<file path="config.mk">
export PLATFORM = sky130hd
export DESIGN_NAME = max_box_window_sum
export DESIGN_NICKNAME = d
export VERILOG_FILES = /design/src/sv/mbws_pkg.sv /design/src/sv/mbws_cell_store.sv /design/src/sv/mbws_window.sv /design/src/sv/max_box_window_sum.sv
export SDC_FILE = /design/constraint.sdc
export NUM_CORES = 2
export LEC_CHECK = 0
export BUFFER_PORTS_ARGS = -buffer_cell sky130_fd_sc_hd__buf_2
export CORE_MARGIN = 4
export CORE_UTILIZATION = 30
export CTS_CLUSTER_DIAMETER = 120
export DETAILED_ROUTE_END_ITERATION = 16
export GPL_ROUTABILITY_DRIVEN = 0
export PLACE_DENSITY_LB_ADDON = 0.05
export SLEW_MARGIN = 20
export SYNTH_ARGS = -nofsm -noshare
export SYNTH_HDL_FRONTEND = slang
export SYNTH_SLANG_ARGS = --single-unit
</file>
<file path="constraint.sdc">
create_clock -name i_clk -period 22 [get_ports i_clk]
set_input_delay 5.5 -clock i_clk [delete_from_list [all_inputs] [get_ports i_clk]]
set_output_delay 5.5 -clock i_clk [all_outputs]
set_load 0.01 [all_outputs]
</file>
<file path="src/sv/mbws_pkg.sv">
// shared constants and types for the max box window sum block
package mbws_pkg;

    localparam int MAX_SIDE    = 16;
    localparam int SIDE_W      = $clog2(MAX_SIDE);
    localparam int STORE_DEPTH = MAX_SIDE * MAX_SIDE;
    localparam int ADDR_W      = $clog2(STORE_DEPTH);

    localparam int CELL_W    = 5;
    localparam int COL_W     = 9;
    localparam int SUM_W     = 13;
    localparam int CFG_W     = 5;
    localparam int CFG_IDX_W = 1;

    localparam logic [CFG_W-1:0] GRID_SIDE_RESET   = 5'd16;
    localparam logic [CFG_W-1:0] WINDOW_SIDE_RESET = 5'd2;

    typedef enum logic [CFG_IDX_W-1:0] {
        REG_GRID_SIDE   = 1'b0,
        REG_WINDOW_SIDE = 1'b1
    } t_cfg_reg;

    typedef struct packed {
        logic last;
        logic col_first;
        logic use_old;
        logic drop_col;
        logic check;
    } t_cell_ctl;

endpackage

</file>
<file path="src/sv/mbws_cell_store.sv">
// generic single write port, single registered read port ram
module mbws_cell_store #(
    parameter int DEPTH = 256,
    parameter int WIDTH = 5
) (
    input  logic                     i_clk,
    input  logic                     i_wr_en,
    input  logic [$clog2(DEPTH)-1:0] i_wr_addr,
    input  logic [WIDTH-1:0]         i_wr_data,
    input  logic                     i_rd_en,
    input  logic [$clog2(DEPTH)-1:0] i_rd_addr,
    output logic [WIDTH-1:0]         o_rd_data
);

    logic [WIDTH-1:0] r_mem [DEPTH];
    logic [WIDTH-1:0] r_rd_data;

    always_ff @(posedge i_clk) begin
        if (i_wr_en) begin
            r_mem[i_wr_addr] <= i_wr_data;
        end
    end

    always_ff @(posedge i_clk) begin
        if (i_rd_en) begin
            r_rd_data <= r_mem[i_rd_addr];
        end
    end

    assign o_rd_data = r_rd_data;

endmodule

</file>
<file path="src/sv/mbws_window.sv">
// column sums, horizontal running sum and best total for one cell per cycle while i_fire is high
module mbws_window
    import mbws_pkg::*;
(
    input  logic              i_clk,
    input  logic              i_rst_n,
    input  logic              i_clear,
    input  logic              i_fire,
    input  t_cell_ctl         i_ctl,
    input  logic [CELL_W-1:0] i_cell,
    input  logic [CELL_W-1:0] i_old,
    input  logic [SIDE_W-1:0] i_col,
    input  logic [SIDE_W-1:0] i_tap,
    output logic [SUM_W-1:0]  o_best_next
);

    logic [COL_W-1:0] r_col_sum [MAX_SIDE];
    logic [COL_W-1:0] r_line    [MAX_SIDE];
    logic [SUM_W-1:0] r_row_sum;
    logic [SUM_W-1:0] r_best;

    logic [COL_W:0]   col_raw;
    logic [COL_W-1:0] col_new;
    logic [COL_W-1:0] drop;
    logic [SUM_W:0]   row_raw;
    logic [SUM_W-1:0] row_new;
    logic             clear;

    assign clear = i_clear || (i_fire && i_ctl.last);

    always_comb begin
        col_raw = {1'b0, r_col_sum[i_col]} + (COL_W+1)'(i_cell);
        if (i_ctl.use_old) begin
            col_raw = (col_raw >= (COL_W+1)'(i_old)) ? col_raw - (COL_W+1)'(i_old) : '0;
        end
        col_new = col_raw[COL_W-1:0];

        drop    = r_line[i_tap];
        row_raw = (i_ctl.col_first ? '0 : {1'b0, r_row_sum}) + (SUM_W+1)'(col_new);
        if (i_ctl.drop_col) begin
            row_raw = (row_raw >= (SUM_W+1)'(drop)) ? row_raw - (SUM_W+1)'(drop) : '0;
        end
        row_new = row_raw[SUM_W-1:0];

        o_best_next = (i_ctl.check && (row_new > r_best)) ? row_new : r_best;
    end

    always_ff @(posedge i_clk) begin
        if (!i_rst_n || clear) begin
            for (int i = 0; i < MAX_SIDE; i++) begin
                r_col_sum[i] <= '0;
            end
            r_row_sum <= '0;
            r_best    <= '0;
        end else if (i_fire) begin
            r_col_sum[i_col] <= col_new;
            r_row_sum        <= row_new;
            r_best           <= o_best_next;
        end
    end

    // recent column sums of this row, tap picks the one a window side back
    always_ff @(posedge i_clk) begin
        if (i_fire) begin
            r_line[0] <= col_new;
            for (int i = 1; i < MAX_SIDE; i++) begin
                r_line[i] <= r_line[i-1];
            end
        end
    end

endmodule

</file>
<file path="src/sv/max_box_window_sum.sv">
// Takes one grid cell per transfer in raster order and, after the last cell of a
// grid, gives one transfer carrying the largest square window sum of that grid.
// A cell is taken every cycle unless the input stalls: the cell store read and
// the raster position are handled in the accept cycle, and the column, row and
// best sums are updated in the following stage, which also registers the result
// of a grid with its last cell. Input stalls only when a finished result
// still waits in the output register as the last cell of the next grid reaches the
// sum stage. Any configuration write restarts the grid; a window that does not fit
// gives zero.
module max_box_window_sum
    import mbws_pkg::*;
(
    input  logic                 i_clk,
    input  logic                 i_rst_n,
    input  logic                 i_in_valid,
    output logic                 o_in_ready,
    input  logic [CELL_W-1:0]    i_cell_value,
    output logic                 o_out_valid,
    input  logic                 i_out_ready,
    output logic [SUM_W-1:0]     o_best_sum,
    input  logic                 i_cfg_we,
    input  logic [CFG_IDX_W-1:0] i_cfg_index,
    input  logic [CFG_W-1:0]     i_cfg_data
);

    logic [CFG_W-1:0]  r_grid;
    logic [CFG_W-1:0]  r_win;
    logic [SIDE_W-1:0] r_row;
    logic [SIDE_W-1:0] r_col;

    logic              r_s1_valid;
    logic [CELL_W-1:0] r_s1_cell;
    logic [SIDE_W-1:0] r_s1_col;
    t_cell_ctl         r_s1_ctl;

    logic              r_out_valid;
    logic [SUM_W-1:0]  r_best_sum;

    logic [SIDE_W-1:0] g_m1;
    logic [SIDE_W-1:0] tap;
    logic              active;
    logic              in_xfer;
    logic              s1_fire;
    t_cell_ctl         n_ctl;
    logic [ADDR_W-1:0] wr_addr;
    logic [ADDR_W-1:0] rd_addr;
    logic [CELL_W-1:0] old_cell;
    logic [SUM_W-1:0]  best_next;

    // configuration registers
    always_ff @(posedge i_clk) begin
        if (!i_rst_n) begin
            r_grid <= GRID_SIDE_RESET;
            r_win  <= WINDOW_SIDE_RESET;
        end else if (i_cfg_we) begin
            case (t_cfg_reg'(i_cfg_index))
                REG_GRID_SIDE:   r_grid <= i_cfg_data;
                REG_WINDOW_SIDE: r_win  <= i_cfg_data;
                default: ;
            endcase
        end
    end

    always_comb begin
        if (r_grid == '0) begin
            g_m1 = '0;
        end else if (int'(r_grid) > MAX_SIDE) begin
            g_m1 = SIDE_W'(MAX_SIDE - 1);
        end else begin
            g_m1 = SIDE_W'(int'(r_grid) - 1);
        end
    end

    assign active = (r_win != '0) && (int'(r_win) <= int'(g_m1) + 1);
    assign tap    = SIDE_W'(int'(r_win) - 1);

    assign s1_fire    = r_s1_valid && (!r_s1_ctl.last || !r_out_valid || i_out_ready);
    assign o_in_ready = !r_s1_valid || s1_fire;
    assign in_xfer    = i_in_valid && o_in_ready;

    always_comb begin
        n_ctl.last      = (r_col == g_m1) && (r_row == g_m1);
        n_ctl.col_first = (r_col == '0);
        n_ctl.use_old   = active && (int'(r_row) >= int'(r_win));
        n_ctl.drop_col  = int'(r_col) >= int'(r_win);
        n_ctl.check     = active && (int'(r_row) + 1 >= int'(r_win))
                                 && (int'(r_col) + 1 >= int'(r_win));
    end

    assign wr_addr = ADDR_W'(r_row) * ADDR_W'(MAX_SIDE) + ADDR_W'(r_col);
    assign rd_addr = ADDR_W'(SIDE_W'(int'(r_row) - int'(r_win))) * ADDR_W'(MAX_SIDE)
                   + ADDR_W'(r_col);

    // raster position of the next cell
    always_ff @(posedge i_clk) begin
        if (!i_rst_n || i_cfg_we) begin
            r_row <= '0;
            r_col <= '0;
        end else if (in_xfer) begin
            if (r_col == g_m1) begin
                r_col <= '0;
                r_row <= (r_row == g_m1) ? '0 : r_row + 1'b1;
            end else begin
                r_col <= r_col + 1'b1;
            end
        end
    end

    always_ff @(posedge i_clk) begin
        if (!i_rst_n || i_cfg_we) begin
            r_s1_valid <= 1'b0;
        end else if (in_xfer) begin
            r_s1_valid <= 1'b1;
        end else if (s1_fire) begin
            r_s1_valid <= 1'b0;
        end
    end

    always_ff @(posedge i_clk) begin
        if (in_xfer) begin
            r_s1_cell <= i_cell_value;
            r_s1_col  <= r_col;
            r_s1_ctl  <= n_ctl;
        end
    end

    mbws_cell_store #(
        .DEPTH (STORE_DEPTH),
        .WIDTH (CELL_W)
    ) u_store (
        .i_clk     (i_clk),
        .i_wr_en   (in_xfer),
        .i_wr_addr (wr_addr),
        .i_wr_data (i_cell_value),
        .i_rd_en   (in_xfer),
        .i_rd_addr (rd_addr),
        .o_rd_data (old_cell)
    );

    mbws_window u_window (
        .i_clk       (i_clk),
        .i_rst_n     (i_rst_n),
        .i_clear     (i_cfg_we),
        .i_fire      (s1_fire),
        .i_ctl       (r_s1_ctl),
        .i_cell      (r_s1_cell),
        .i_old       (old_cell),
        .i_col       (r_s1_col),
        .i_tap       (tap),
        .o_best_next (best_next)
    );

    // result register
    always_ff @(posedge i_clk) begin
        if (!i_rst_n) begin
            r_out_valid <= 1'b0;
        end else if (s1_fire && r_s1_ctl.last) begin
            r_out_valid <= 1'b1;
        end else if (i_out_ready) begin
            r_out_valid <= 1'b0;
        end
    end

    always_ff @(posedge i_clk) begin
        if (s1_fire && r_s1_ctl.last) begin
            r_best_sum <= best_next;
        end
    end

    assign o_out_valid = r_out_valid;
    assign o_best_sum  = r_best_sum;

`ifndef NO_ASSERTIONS
    a_stall_only_on_full_result: assert property (@(posedge i_clk) disable iff (!i_rst_n)
        !o_in_ready |-> (r_s1_valid && r_s1_ctl.last && r_out_valid && !i_out_ready))
        else $error("input stalled without a pending result");

    a_last_cell_gives_result: assert property (@(posedge i_clk) disable iff (!i_rst_n)
        (s1_fire && r_s1_ctl.last) |=> o_out_valid)
        else $error("last cell of grid did not produce a result");

    a_position_in_grid: assert property (@(posedge i_clk) disable iff (!i_rst_n)
        (r_row <= g_m1) && (r_col <= g_m1))
        else $error("raster position outside grid");

    a_cfg_restarts_grid: assert property (@(posedge i_clk) disable iff (!i_rst_n)
        i_cfg_we |=> ((r_row == '0) && (r_col == '0) && !r_s1_valid))
        else $error("configuration write did not restart the grid");
`endif

endmodule
</file>
### Yosys cells after proc, flatten, opt, wreduce, memory -nomap -nowiden

Memory sizes are Yosys's and may differ from the RTL's. A register that Yosys moved wholly into a read port is not among the register bits.
Cells that the tools add are included.

* word-level logic and storage cells: 99
* memories kept: 3
* output and inout port bits: 15
* register bits: 73
* memory bits (writable): 1568
* input port bits: 16

* eq/ne operators: 2
* multiplexer cells: 26
* $add $sub $neg: 14
* bitwise logic cells: 1
* magnitude comparators: 9
* reduce and logical (&&, ||, !) cells: 28

Memories
* u_store.r_mem: words 256, bits a word 5, read ports 1, clocked after memory_dff 1, wr ports 1, RTL line mbws_cell_store.sv:15 `logic [WIDTH-1:0] r_mem [DEPTH];`
* u_window.r_col_sum: words 16, bits a word 9, read ports 1, clocked after memory_dff 1, wr ports 16, RTL line mbws_window.sv:17 `logic [COL_W-1:0] r_col_sum [MAX_SIDE];`
* u_window.r_line: words 16, bits a word 9, read ports 16, clocked after memory_dff 0, wr ports 16, RTL line mbws_window.sv:18 `logic [COL_W-1:0] r_line [MAX_SIDE];`

Operators by type and width (count)
* $mux W13: 4
* $mux W9: 3
* $mux W4: 6
* $add A8 B4 Y8: 2
* $add A4 B1 Y5 const B: 3
* $add A13 B9 Y14: 1
* $ge A14 B9 Y1: 1
* $gt A13 B13 Y1: 1
* $mux W1: 13
* $sub A13 B9 Y13: 1
* $add A9 B5 Y10: 1
* $ge A10 B5 Y1: 1
* $ge A4 B5 Y1: 2
* $ge A5 B5 Y1: 2
* $logic_and A1 B1 Y1: 9
* $reduce_or A9 Y1: 1
* $sub A9 B5 Y9: 1
* $add A4 B1 Y4 const B: 2
* $eq A4 B4 Y1: 2
* $sub A4 B1 Y4 const B: 2
* $logic_or A1 B1 Y1: 6
* $reduce_and A2 Y1: 3
* $gt A5 B5 Y1 const B: 1
* $le A5 B5 Y1: 1
* other kinds (7): 11

### Depth between registers and ports, before layout

* depth in word-level cells: 11
* gate-level depth with buffers: 44
* mapped depth without buffers: 39

### Cells and area by module

Synthesis repeated with hierarchy kept, for this count alone.

* cell total of the unflattened synthesis: 3860
* area total of the unflattened synthesis: 68453.2 um^2

By module, submodules not included
* mbws_cell_store: cells each 2497, area an instance 50334.5 um^2, instances 1, seq. area each 38587.0 um^2
* mbws_window: cells each 1097, area an instance 15284.7 um^2, instances 1, seq. area each 9168.8 um^2
* max_box_window_sum: cells each 266, area an instance 2834.0 um^2, instances 1, seq. area each 1211.2 um^2

### Worst setup path before layout

No wires, ideal clock.

* path type: in2reg
* from: input port i_out_ready
* to: memory u_window.r_col_sum[13][0] (enable)
* data arrival time: 11.060 ns
* setup time: 0.335 ns
* path slack: 10.605 ns
* cell stages on the path: 9
* required time: 21.665 ns
* path buffers: 0
* cells stage by stage: nor2b_1 -> nand2_1 -> nand2_1 -> clkinv_1 -> a21oi_1 -> nand2_1 -> nor3b_1 -> nand3_1 -> nand2_1

RTL lines
* start, declared: RTL line max_box_window_sum.sv:19 `input logic i_out_ready,`
* end, declared: RTL line mbws_window.sv:17

==> summary.txt <==
Vias in the first global route = 35300
Largest family of logic cells by synthesized area = multiplexers
Cell count after synthesis = 3461
Drt first pass iters = 5
Worst hold path type = reg2reg
Die extent in y = 483 um
Gr usage total = 15.8%
Sequential share of the synthesized area = 72.5%
Clock Path Buffers = 3
Mux contribution to synthesized area = 17.6%
Vias/cell = 4.94
CP endpoint kind = flip-flop
Global routing usage on met2 = 26.4%
Total Wirelength = 184000 um
Most Crowded Layer GR = met2
Post-CTS setup buffer count = 0
Post-cts repair resize count = 0
#FFs+latches synth = 1650
Synth cell types = 72
Die footprint = 0.233 mm2
Initial core utilization = 30.1%
Crit path top cell by count = ha_1
Total power = 7190 uW
Status = finished, final reports clean
GR Util met3 = 2.64%
Max Cap Viol = 0
Peak VDD IR = 0.0604 mV
Worst slew margin = 29.2%
Ys Warns = 0
Final setup viols = 0
Slowest stage cell, crit path = mux4_2
Clk slew on worst S/H paths = 60 ps
Via count = 33100
Clk Latency, worst-skew pair = 820 ps
Setup tns final = 0 ps
Dpl cells = 6356
Leak = 0.0239 uW
Most frequent cells in the layout = edfxtp_1, mux4_2, nor2_1
Fin crit period = 11750 ps
Syn Nets = 3558
CTS tree = built
Final slew viol count = 0
Cts hold-fix bufs = 0
Grt total ovfl = 0
Highest achievable clock rate = 85.1 MHz
Clk root buf = clkbuf_16
DIE WIDTH = 483 um
Pwr per Cell Area = 92.6 mW/mm2
Crit-path max FO = 31
Initial antenna violation count = 12
Final ANT Viol Nets = 0
Final hold vios = 0
Hold slack = 427 ps
Critical path class = reg2reg
Asr flop ratio synth = 0%
Largest net degree at the start of global routing = 131
IO Count = 31
XOR/XNOR share of the synthesized area = 0.583%
Initial DRC Count = 2607
Compound-cell area share of the yosys netlist = 1.80%
Hpwl dp = 112000 um
Port bufs = 30
DRC = 0
Number of flops mapped to enable cells by yosys = 1600
Num rows = 174
Commonest non-fill, non-tap cell in the layout = edfxtp_1
Adder-cell area share of the yosys netlist = 1.55%
Post-route clock period utilization = 53.4%
Non-Filler Instances = 6707
Placeable Area = 0.225 mm2
Main flop type after synthesis = edfxtp_1
Req. time, crit path = 22760 ps
H-tree Lvls = 4
Drt wl/cell = 27.4 um
Hold Crit Start = u_window.r_line[5][5]
Share of layout cells above drive strength 1 = 25.0%
Syn_area_per_cell = 19.5 um2
Layout Area Growth over Synthesis = 14.8%
First-pass GRT wire length = 266000 um
CTS buffer count = 187
Simple-Gate Fraction of Synth Area = 4.45%
Nets = 3650
Worst-Margin Slew = 1060 ps
RSZ-0062 raised after global routing = no
Clk sink count = 1650
Final Skew = 33.6 ps
Worst path arrival time = 12500 ps
Met1 Use GR = 21.8%
CP max stage delay = 600 ps
Startpoint Class = flip-flop
Synth Cell Area = 0.0677 mm2
[power by group]
part           leakage [uW]  internal, uW  switching [uW]
sequential           0.0152          3470            18.4
clock               0.00302          1880            1290
combinational       0.00574           193             334
total                0.0239          5550            1640
[critical path, delay by kind of cell (launching register included)]
family | cells | cell delay (ps)
compound gates | 16 | 3870
xor+xnor | 2 | 380
fa+ha+maj | 7 | 2380
buf+inv | 5 | 1320
flops | 1 | 310
mux | 3 | 1580
simple gates | 8 | 1840
[path summary, 6_finish.rpt]
path / cells past startpoint / slack, ps / end
worst max register to register: 41 / 10250 / u_window.r_best[6]
worst min-delay path: 0 / 430 / u_window.r_line[6][5]
worst max-delay path: 41 / 10250 / u_window.r_best[6]
worst min register to register: 0 / 430 / u_window.r_line[6][5]
[state kept, by name (all words and copies together), names as in the netlist, named ones only]
register,flops
r_win,5
u_store.o_rd_data,5
r_s1_cell,5
r_s1_col,4
r_s1_ctl,5
u_store.r_mem,1280
u_window.r_line,144
r_row,4
u_window.r_row_sum,13
r_col,4
r_grid,5
u_window.r_best,13
o_out_valid,1
o_best_sum,13
r_s1_valid,1
u_window.r_col_sum,144
[layout make-up]
type | count | area [um2]
Antenna cell | 2 | 5.00
Clock buffer | 228 | 4920
Clock inverter | 121 | 1340
Fill cell | 21100 | 147000
Inverter | 74 | 283
Multi-Input combinational cell | 1555 | 17700
Sequential cell | 1650 | 49100
Tap cell | 2992 | 3740
Timing Repair Buffer | 85 | 623
[metal layers]
layer / vias up / wire, um / part of all wire (%)
met5: - / 0 / 0
met2: 820 / 90400 / 49
met4: 0 / 3300 / 1.8
met3: 235 / 8200 / 4.5
met1: 17900 / 82000 / 45
li1: 14200 / - / -
[synthesized netlist by cell type (17+ instances only)]
cell / n / area, um2
mux4_2: 508 / 11400
nand2_1: 100 / 375
nor2b_1: 35 / 219
inv_1: 70 / 263
o21ai_0: 38 / 190
ha_1: 76 / 951
mux2i_1: 23 / 230
nor2_1: 444 / 1670
edfxtp_1: 1600 / 48000
a21o_1: 17 / 128
a21oi_1: 41 / 205
nand3_1: 48 / 240
dfxtp_1: 50 / 1000
clkbuf_1: 122 / 458
xnor2_1: 30 / 263
buf_1: 44 / 165
[stage by stage]
stage	utilization, %	worst slack [ps]	instance area (um2)
2_1_floorplan	-	10600	67700
3_3_place_gp	31.8	10330	71400
3_5_place_dp	31.8	10120	71400
4_1_cts	34.6	10140	77600
5_1_grt	34.6	9480	77700
6_report	34.6	10250	77700
[logic make-up after synthesis]
family	count (synthesis)
xor+xnor	45
simple gates	703
fa+ha+maj	81
compound gates	177
mux	549
flops	1650
buf+inv	256
(Power assumes the default switching activity.)
